[src/rtl/assert_macros.svh]
// ----------------------------------------------------------------------------
// assert_macros.svh
// Assertion helpers for the timer setting search block; empty under synthesis.
// ----------------------------------------------------------------------------
`ifndef ASSERT_MACROS_SVH
`define ASSERT_MACROS_SVH

`ifndef SYNTHESIS

// same-cycle implication, disabled while in reset
`define CTS_ASSERT_IMP(lbl, clk, rstn, ante, cons, msg) \
  lbl: assert property (@(posedge clk) disable iff (!rstn) (ante) |-> (cons)) else $error(msg);

// next-cycle implication, disabled while in reset
`define CTS_ASSERT_NXT(lbl, clk, rstn, ante, cons, msg) \
  lbl: assert property (@(posedge clk) disable iff (!rstn) (ante) |=> (cons)) else $error(msg);

`else

`define CTS_ASSERT_IMP(lbl, clk, rstn, ante, cons, msg)
`define CTS_ASSERT_NXT(lbl, clk, rstn, ante, cons, msg)

`endif

`endif

[src/rtl/cts_pkg.sv]
// ----------------------------------------------------------------------------
// cts_pkg
// Shared widths, microcode format, program table and prescaler tables.
// ----------------------------------------------------------------------------
package cts_pkg;

  localparam int DUR_W  = 26;  // input duration width
  localparam int CYC_W  = 33;  // duration * 80
  localparam int IDX_W  = 3;
  localparam int CMP_W  = 8;
  localparam int SCMP_W = 16;
  localparam int PER_W  = 18;  // max period 1024 * 255
  localparam int PROD_W = PER_W + SCMP_W;
  localparam int SH_W   = 4;
  localparam int DCNT_W = 6;   // divider step counter

  localparam logic [IDX_W-1:0]  LAST_INDEX  = 3'd6;
  localparam logic [CMP_W-1:0]  MAX_FIRST   = 8'hFF;
  localparam logic [SCMP_W-1:0] MAX_SECOND  = 16'hFFFF;
  localparam logic [DCNT_W-1:0] DIV_STEPS_M1 = DCNT_W'(CYC_W - 1);

  // program counter and step addresses
  typedef logic [2:0] pc_t;
  localparam pc_t PC_IDLE     = 3'd0;
  localparam pc_t PC_SEARCH   = 3'd1;
  localparam pc_t PC_DIV_INIT = 3'd2;
  localparam pc_t PC_DIV_STEP = 3'd3;
  localparam pc_t PC_EMIT     = 3'd4;

  typedef enum logic [2:0] {
    OP_NONE,
    OP_LOAD,
    OP_SEARCH,
    OP_DIV_INIT,
    OP_DIV_STEP,
    OP_EMIT
  } op_t;

  typedef enum logic [1:0] {
    C_ALWAYS,
    C_START,
    C_STOP,
    C_DIV_LAST
  } cond_t;

  typedef struct packed {
    op_t   op;
    cond_t cond;
    pc_t   next_t;  // taken when cond holds
    pc_t   next_f;  // taken otherwise
  } ucw_t;

  // sequencer -> datapath
  typedef struct packed {
    op_t op;
  } ctrl_t;

  // datapath -> sequencer
  typedef struct packed {
    logic stop;      // search found a setting or hit the limit
    logic div_last;  // final divider step
  } stat_t;

  // control store
  function automatic ucw_t ucode(input pc_t pc);
    ucw_t w;
    case (pc)
      PC_IDLE:     w = '{op: OP_LOAD,     cond: C_START,    next_t: PC_SEARCH,
                         next_f: PC_IDLE};
      PC_SEARCH:   w = '{op: OP_SEARCH,   cond: C_STOP,     next_t: PC_DIV_INIT,
                         next_f: PC_SEARCH};
      PC_DIV_INIT: w = '{op: OP_DIV_INIT, cond: C_ALWAYS,   next_t: PC_DIV_STEP,
                         next_f: PC_DIV_STEP};
      PC_DIV_STEP: w = '{op: OP_DIV_STEP, cond: C_DIV_LAST, next_t: PC_EMIT,
                         next_f: PC_DIV_STEP};
      PC_EMIT:     w = '{op: OP_EMIT,     cond: C_ALWAYS,   next_t: PC_IDLE,
                         next_f: PC_IDLE};
      default:     w = '{op: OP_NONE,     cond: C_ALWAYS,   next_t: PC_IDLE,
                         next_f: PC_IDLE};
    endcase
    return w;
  endfunction

  // log2 of prescaler 1,8,32,64,128,256,1024
  function automatic logic [SH_W-1:0] presc_shift(input logic [IDX_W-1:0] idx);
    logic [SH_W-1:0] s;
    case (idx)
      3'd0:    s = 4'd0;
      3'd1:    s = 4'd3;
      3'd2:    s = 4'd5;
      3'd3:    s = 4'd6;
      3'd4:    s = 4'd7;
      3'd5:    s = 4'd8;
      3'd6:    s = 4'd10;
      default: s = 4'd0;
    endcase
    return s;
  endfunction

  // next prescaler / this prescaler
  function automatic logic [CMP_W-1:0] presc_ratio(input logic [IDX_W-1:0] idx);
    logic [CMP_W-1:0] r;
    case (idx)
      3'd0:    r = 8'd8;
      3'd1:    r = 8'd4;
      3'd2:    r = 8'd2;
      3'd3:    r = 8'd2;
      3'd4:    r = 8'd2;
      3'd5:    r = 8'd4;
      default: r = 8'd1;
    endcase
    return r;
  endfunction

endpackage

[src/rtl/cts_useq.sv]
// ----------------------------------------------------------------------------
// cts_useq
// Microcode sequencer: step counter, control store lookup, branch select.
// ----------------------------------------------------------------------------
module cts_useq (
  input  logic            clk,
  input  logic            rst_n,
  input  logic            start,
  input  cts_pkg::stat_t  stat,
  output cts_pkg::ctrl_t  ctrl,
  output logic            busy
);

  cts_pkg::pc_t  pc_r;
  cts_pkg::pc_t  pc_nxt;
  cts_pkg::ucw_t uw;
  logic          cond_hit;

  assign uw   = cts_pkg::ucode(pc_r);
  assign busy = (pc_r != cts_pkg::PC_IDLE);

  always_comb begin
    case (uw.cond)
      cts_pkg::C_ALWAYS:   cond_hit = 1'b1;
      cts_pkg::C_START:    cond_hit = start;
      cts_pkg::C_STOP:     cond_hit = stat.stop;
      cts_pkg::C_DIV_LAST: cond_hit = stat.div_last;
      default:             cond_hit = 1'b1;
    endcase
  end

  always_comb begin
    pc_nxt = cond_hit ? uw.next_t : uw.next_f;
  end

  // load only happens on an accepted item
  always_comb begin
    ctrl.op = uw.op;
    if (uw.op == cts_pkg::OP_LOAD && !start) begin
      ctrl.op = cts_pkg::OP_NONE;
    end
  end

  always_ff @(posedge clk) begin
    if (!rst_n) begin
      pc_r <= cts_pkg::PC_IDLE;
    end else begin
      pc_r <= pc_nxt;
    end
  end

endmodule

[src/rtl/cts_dp.sv]
// ----------------------------------------------------------------------------
// cts_dp
// Datapath: cycle count, setting walk, restoring divider, result registers.
// ----------------------------------------------------------------------------
module cts_dp (
  input  logic                         clk,
  input  logic                         rst_n,
  input  cts_pkg::ctrl_t               ctrl,
  input  logic [cts_pkg::DUR_W-1:0]    duration_10us,
  output cts_pkg::stat_t               stat,
  output logic                         res_valid,
  output logic [cts_pkg::IDX_W-1:0]    res_index,
  output logic [cts_pkg::CMP_W-1:0]    res_first,
  output logic [cts_pkg::SCMP_W-1:0]   res_second
);

  localparam int CYC_W  = cts_pkg::CYC_W;
  localparam int PER_W  = cts_pkg::PER_W;
  localparam int PROD_W = cts_pkg::PROD_W;
  localparam int IDX_W  = cts_pkg::IDX_W;
  localparam int CMP_W  = cts_pkg::CMP_W;
  localparam int SCMP_W = cts_pkg::SCMP_W;
  localparam int DCNT_W = cts_pkg::DCNT_W;

  logic [CYC_W-1:0]  cycles_r, cycles_nxt;
  logic [IDX_W-1:0]  idx_r, idx_nxt;
  logic [CMP_W-1:0]  cmp_r, cmp_nxt;
  logic [PER_W-1:0]  rem_r, rem_nxt;
  logic [CYC_W-1:0]  quo_r, quo_nxt;
  logic [DCNT_W-1:0] dcnt_r, dcnt_nxt;
  logic              valid_r, valid_nxt;
  logic [IDX_W-1:0]  oidx_r, oidx_nxt;
  logic [CMP_W-1:0]  ocmp_r, ocmp_nxt;
  logic [SCMP_W-1:0] osec_r, osec_nxt;

  logic [PER_W-1:0]  period;
  logic [PROD_W-1:0] prod;     // period * 65535
  logic              found;
  logic              at_limit;
  logic [PER_W+1:0]  trial;
  logic              ge;

  // period = prescaler * compare, prescaler is a power of two
  assign period   = PER_W'(cmp_r) << cts_pkg::presc_shift(idx_r);
  assign prod     = {period, SCMP_W'(0)} - PROD_W'(period);
  assign found    = prod > PROD_W'(cycles_r);
  assign at_limit = (idx_r == cts_pkg::LAST_INDEX) && (cmp_r >= cts_pkg::MAX_FIRST);

  assign stat.stop     = found || at_limit;
  assign stat.div_last = (dcnt_r == '0);

  // restoring divider trial subtract
  assign trial = {1'b0, rem_r, quo_r[CYC_W-1]} - {2'b00, period};
  assign ge    = !trial[PER_W+1];

  always_comb begin
    cycles_nxt = cycles_r;
    idx_nxt    = idx_r;
    cmp_nxt    = cmp_r;
    rem_nxt    = rem_r;
    quo_nxt    = quo_r;
    dcnt_nxt   = dcnt_r;
    oidx_nxt   = oidx_r;
    ocmp_nxt   = ocmp_r;
    osec_nxt   = osec_r;
    valid_nxt  = 1'b0;
    case (ctrl.op)
      cts_pkg::OP_LOAD: begin
        // x80 = x64 + x16
        cycles_nxt = CYC_W'({duration_10us, 6'b0}) + CYC_W'({duration_10us, 4'b0});
        idx_nxt    = '0;
        cmp_nxt    = CMP_W'(1);
      end
      cts_pkg::OP_SEARCH: begin
        if (!(found || at_limit)) begin
          if (idx_r == cts_pkg::LAST_INDEX) begin
            cmp_nxt = cmp_r + CMP_W'(1);
          end else if (cmp_r < cts_pkg::presc_ratio(idx_r)) begin
            cmp_nxt = cmp_r + CMP_W'(1);
          end else begin
            cmp_nxt = CMP_W'(1);
            idx_nxt = idx_r + IDX_W'(1);
          end
        end
      end
      cts_pkg::OP_DIV_INIT: begin
        rem_nxt  = '0;
        quo_nxt  = cycles_r;
        dcnt_nxt = cts_pkg::DIV_STEPS_M1;
      end
      cts_pkg::OP_DIV_STEP: begin
        rem_nxt  = ge ? trial[PER_W-1:0] : {rem_r[PER_W-2:0], quo_r[CYC_W-1]};
        quo_nxt  = {quo_r[CYC_W-2:0], ge};
        dcnt_nxt = dcnt_r - DCNT_W'(1);
      end
      cts_pkg::OP_EMIT: begin
        valid_nxt = 1'b1;
        oidx_nxt  = idx_r;
        ocmp_nxt  = cmp_r;
        osec_nxt  = (quo_r[CYC_W-1:SCMP_W] != '0) ? cts_pkg::MAX_SECOND
                                                  : quo_r[SCMP_W-1:0];
      end
      default: begin
      end
    endcase
  end

  always_ff @(posedge clk) begin
    if (!rst_n) begin
      valid_r <= 1'b0;
    end else begin
      valid_r <= valid_nxt;
    end
  end

  always_ff @(posedge clk) begin
    cycles_r <= cycles_nxt;
    idx_r    <= idx_nxt;
    cmp_r    <= cmp_nxt;
    rem_r    <= rem_nxt;
    quo_r    <= quo_nxt;
    dcnt_r   <= dcnt_nxt;
    oidx_r   <= oidx_nxt;
    ocmp_r   <= ocmp_nxt;
    osec_r   <= osec_nxt;
  end

  assign res_valid  = valid_r;
  assign res_index  = oidx_r;
  assign res_first  = ocmp_r;
  assign res_second = osec_r;

endmodule

[src/rtl/cascaded_timer_setting_search.sv]
// ----------------------------------------------------------------------------
// cascaded_timer_setting_search
// Picks prescaler, first and second compare values for a cascaded timer pair.
// ----------------------------------------------------------------------------
// The search step tries one setting per cycle, 1..277 settings per item, then
//   the 33-step restoring divider runs; a new item is taken only once the
//   sequencer is back at idle.
// busy is low during the strobe cycle, so the next item may start there.
// Reset (synchronous, rst_n low): sequencer returns to idle, strobe cleared.
// The receiver cannot stall: each result is shown for exactly one cycle.
`include "assert_macros.svh"

module cascaded_timer_setting_search (
  input  logic                          clk,
  input  logic                          rst_n,
  // command side
  input  logic                          start,
  output logic                          busy,
  input  logic [cts_pkg::DUR_W-1:0]     in_duration_10us,
  // result side
  output logic                          out_valid,
  output logic [cts_pkg::IDX_W-1:0]     out_prescaler_index,
  output logic [cts_pkg::CMP_W-1:0]     out_first_compare,
  output logic [cts_pkg::SCMP_W-1:0]    out_second_compare
);

  cts_pkg::ctrl_t ctrl;
  cts_pkg::stat_t stat;
  logic           accept;
  logic           out_legal;

  assign accept = start && !busy;

  // nonzero compare, index within the prescaler table
  assign out_legal = (out_first_compare != '0) &&
                     (out_prescaler_index <= cts_pkg::LAST_INDEX);

  // Microcode program (one control word per step):
  //   idle     : wait for start, latch duration*80, walk begins at index 0/cmp 1
  //   search   : test one setting per cycle, advance until period*65535 > cycles
  //              or the last setting (index 6, cmp 255)
  //   div init : seed restoring divider with the cycle count
  //   div step : one quotient bit per cycle, down to the last divider step
  //   emit     : saturate quotient to 16 bits, register outputs with strobe
  cts_useq u_useq (
    .clk   (clk),
    .rst_n (rst_n),
    .start (start),
    .stat  (stat),
    .ctrl  (ctrl),
    .busy  (busy)
  );

  // datapath: holds cycle count, current setting, divider and result regs
  cts_dp u_dp (
    .clk           (clk),
    .rst_n         (rst_n),
    .ctrl          (ctrl),
    .duration_10us (in_duration_10us),
    .stat          (stat),
    .res_valid     (out_valid),
    .res_index     (out_prescaler_index),
    .res_first     (out_first_compare),
    .res_second    (out_second_compare)
  );

  // an accepted item keeps the block busy in the following cycle
  `CTS_ASSERT_NXT(a_accept_busy, clk, rst_n, accept, busy, "busy not raised after accept")
  // strobe only comes once the sequencer is back at idle
  `CTS_ASSERT_IMP(a_out_idle, clk, rst_n, out_valid, !busy, "result while busy")
  // one strobe per item, never two in a row
  `CTS_ASSERT_NXT(a_out_single, clk, rst_n, out_valid, !out_valid, "double result strobe")
  // a result always names a legal setting
  `CTS_ASSERT_IMP(a_out_legal, clk, rst_n, out_valid, out_legal, "illegal setting")

endmodule
[config.mk]
export PLATFORM = sky130hd
export DESIGN_NAME = cascaded_timer_setting_search
export DESIGN_NICKNAME = d
export VERILOG_FILES = /design/src/rtl/cts_pkg.sv /design/src/rtl/cts_useq.sv /design/src/rtl/cts_dp.sv /design/src/rtl/cascaded_timer_setting_search.sv
export VERILOG_INCLUDE_DIRS = /design/src /design/src/rtl
export SDC_FILE = /design/constraint.sdc
export NUM_CORES = 1
export LEC_CHECK = 0
export BUFFER_PORTS_ARGS = -buffer_cell sky130_fd_sc_hd__buf_2
export CORE_MARGIN = 8
export CORE_UTILIZATION = 56
export DETAILED_ROUTE_END_ITERATION = 6
export GPL_TIMING_DRIVEN = 0
export PLACE_DENSITY = 0.77
export SLEW_MARGIN = 20
export SYNTH_ARGS = -nofsm -noshare
export SYNTH_HDL_FRONTEND = slang
export SYNTH_HIERARCHICAL = 1
export SYNTH_SLANG_ARGS = --single-unit
[constraint.sdc]
create_clock -name clk -period 5.43 [get_ports clk]
set_input_delay 0.543 -clock clk [delete_from_list [all_inputs] [get_ports clk]]
set_output_delay 0.543 -clock clk [all_outputs]
set_load 0.03 [all_outputs]
==> run metrics <==
DR iter-0 viols=659; Syn-to-layout area delta=20.45%; Post-Syn Area per Cell=9.716 µm²; Rows=47; Final Hold Fails=0; Congestion Overflow GR=0; Max-slew headroom=0.4566; synthesis-stage register bit count=128; vias in the first global route=7,613; clk buf depth=2; Wirelength per Cell=17.79 µm; worst-skew pair later-pin latency=0.42 ns; core box area=0.01635 mm²; Yosys cell types=81; Cell Count, Final, Fillers Out=1,298; Reg clk slew, reported paths=0.05 ns; failing checks=negative setup slack; simple-gate share of the synthesized area=0.1962; Yosys top cell area share=0.4022; ys async rst share=0; Routed Antenna Nets=0; HP Class=input port to register; status=finished with violations; Critical Path Fanout Max=7; total wire length=23,100 µm; Pre-antenna DRT Iters=7; CP Capture Type=register; IO buf count=57; M2 GR Usage=0.3744; leading cell types in the layout, fill and taps excluded=124 x edfxtp_1, 90 x nand2_1, 79 x ha_1, 72 x nor2_1, 72 x o21ai_0; Inst Count DP=1,236; Adder-Cell Fraction of Synth Area=0.1178; grt met3 use=0.03433; Compound-Gate Fraction of Synth Area=0.1608; top_reg_cell synth=edfxtp_1; sequential area share after synthesis=0.4108; Hold Buf Count CTS=0; die area=0.02090 mm²; Nets=1,180; busiest grt layer=met2; Synth warnings=6; largest family of logic cells by synthesized area=simple AND/OR/NAND/NOR gates; Tmin final=5.894 ns; max-slew violations=0; Remaining DRCs=0; Mapped Cells=953; number of synthesized flops with an enable pin=124; Die W=144.6 µm; synth top area cells=edfxtp_1 40%, ha_1 11%, xnor2_1 4.9%; mux cell area share after synthesis=0.008378; Die Ht=144.6 µm; Initial Utilization=0.5664; Tot GR Track Use=0.2284; met1 global-route usage=0.2909; Final TNS setup=-6.809 ns; Worst EP arrival=6.00 ns; Final setup viols=29; initial antenna violation count=0; DP Worst Slack=-0.9424 ns; period utilization=1.085; largest net degree at the start of global routing=29; Worst Tran Pin Value=0.8096 ns; first-pass GRT wire length=37,230 µm; I/O pins=58; Crit path required time=5.54 ns; share of cells above drive strength 1=0.2059; cts bufs inserted=17; Synth area leader=edfxtp_1; vias=7,647; CTS H-tree lvls=4; routability cong.=0.9214; Max Clock Freq=169.7 MHz; commonest non-fill, non-tap cell in the layout=edfxtp_1; Max-cap violations=0; CP Launch Type=register; RSZ-0062 raised after global routing=yes; post-route cell area=0.01115 mm²; Final Skew=0.01147 ns; ant diodes=0; setup slack after layout=-0.4641 ns; syn nets=1,068; DR vias/cell=5.891; Synth Area in XOR/XNOR=0.06432; DP Area=0.01003 mm²; Root Buffer=clkbuf_16; dpl hpwl=16,530 µm; Syn Std Cell Area=0.009259 mm²; CTS tree=yes; CTS sink cnt=128; Crit Path Class=register to register
## cell usage after synthesis, drive strengths merged, types with 2 or more instances
master,n
fa,2
o311ai,2
nor3,16
nor3b,7
or2,5
a21o,12
nand3,38
nor4,11
o21bai,6
and4,4
o31ai,11
and3,12
nand4,10
a211oi,12
inv,63
clkbuf,15
nand2,93
ha,84
o21ai,85
or4,2
a22oi,6
a21oi,51
xor2,16
nor2b,13
or3,8
xnor2,52
dfxtp,4
o31a,4
edfxtp,124
o41ai,3
nor2,79
buf,15
mux2,2
a31oi,4
a221oi,3
o211ai,4
a21boi,3
o21a,3
nand2b,31
mux4,2
and2,15
and3b,2
a211o,4
## logic make-up after synthesis
group,Yosys count
muxes,5
buffers and inverters,93
xor gates and xnor gates,68
DFF,128
AOI/OAI and AO/OA,222
and+or+nand+nor,351
adders and majority gates,86
## per-stage QoR
| stage | util | hold slack (ns) |
|---|---|---|
| after CTS | 0.6748 | 0.3204 |
| after floorplan | - | 0.4244 |
| final | 0.6822 | 0.3369 |
| after detailed placement | 0.6133 | 0.4322 |
| after global routing | 0.6822 | 0.3366 |
| after global placement | 0.6062 | 0.4299 |
## state kept, by name, indices dropped and copies added (netlist names)
name / count
u_dp/quo_r: 33
u_dp/dcnt_r: 6
u_dp/cycles_r: 29
u_dp/res_valid: 1
u_dp/rem_r: 18
u_dp/cmp_r: 8
u_dp/idx_r: 3
u_dp/res_index: 3
u_useq/pc_r: 3
u_dp/res_second: 16
u_dp/res_first: 8
## worst max-delay path, cell delays in order, from the launching register on
cell and delay, ns:
edfxtp_1 0.48, ha_2 0.25, ha_4 0.17, or4b_4 0.54, o31ai_4 0.09, buf_12 0.16
nor2_4 0.05, a221oi_4 0.29, nand2b_4 0.20, ha_4 0.20, and3_4 0.16, a41o_4 0.27
or2b_1 0.27, nor2_2 0.17, xnor2_2 0.15, ha_1 0.28, a21oi_2 0.12, nor2b_1 0.05
o21ai_1 0.12, nand2b_1 0.11, or4_4 0.51, a31oi_4 0.16, o31ai_2 0.08, a21oi_2 0.19
and4b_1 0.25, o31a_1 0.24
## cell type report
cell class	instances	area, µm²
clock buffers	21	480.5
inverters	63	245.2
plain buffers	29	163.9
multi-input cells	732	5406
flip-flops and latches	128	3804
repair buffers	94	626.9
well taps	220	275.3
clock inverters	11	150.1
fillers	1241	5196
## worst paths after layout
check / from / to / slack (ns) / cells past startpoint
max: u_dp/idx_r[0]$_SDFFCE_PP0P_ / u_dp/idx_r[0]$_SDFFCE_PP0P_ / -0.46 / 25
min: in_duration_10us[1] / u_dp/cycles_r[5]$_DFFE_PP_ / 0.34 / 1
max reg2reg: u_dp/idx_r[0]$_SDFFCE_PP0P_ / u_dp/idx_r[0]$_SDFFCE_PP0P_ / -0.46 / 25
min reg2reg: u_dp/cmp_r[4]$_SDFFCE_PP0P_ / u_dp/res_first[4]$_DFFE_PP_ / 0.44 / 0
## metal layers
metal  up-vias  wire length, µm
li1       3703                -
met1      3588            10050
met2       301            10740
met3        55             1587
met4         0              722
met5         -                0
## repair_timing
item	CTS	global route
hold endpoints to repair	0	0
resized for setup	36	18
buffers inserted	24	8
setup endpoints to repair	31	31
pin swaps	14	11
Power is left out: the tool's default activity adds up to more than one toggle a clock period on the data nets, which glitch-free logic cannot reach.
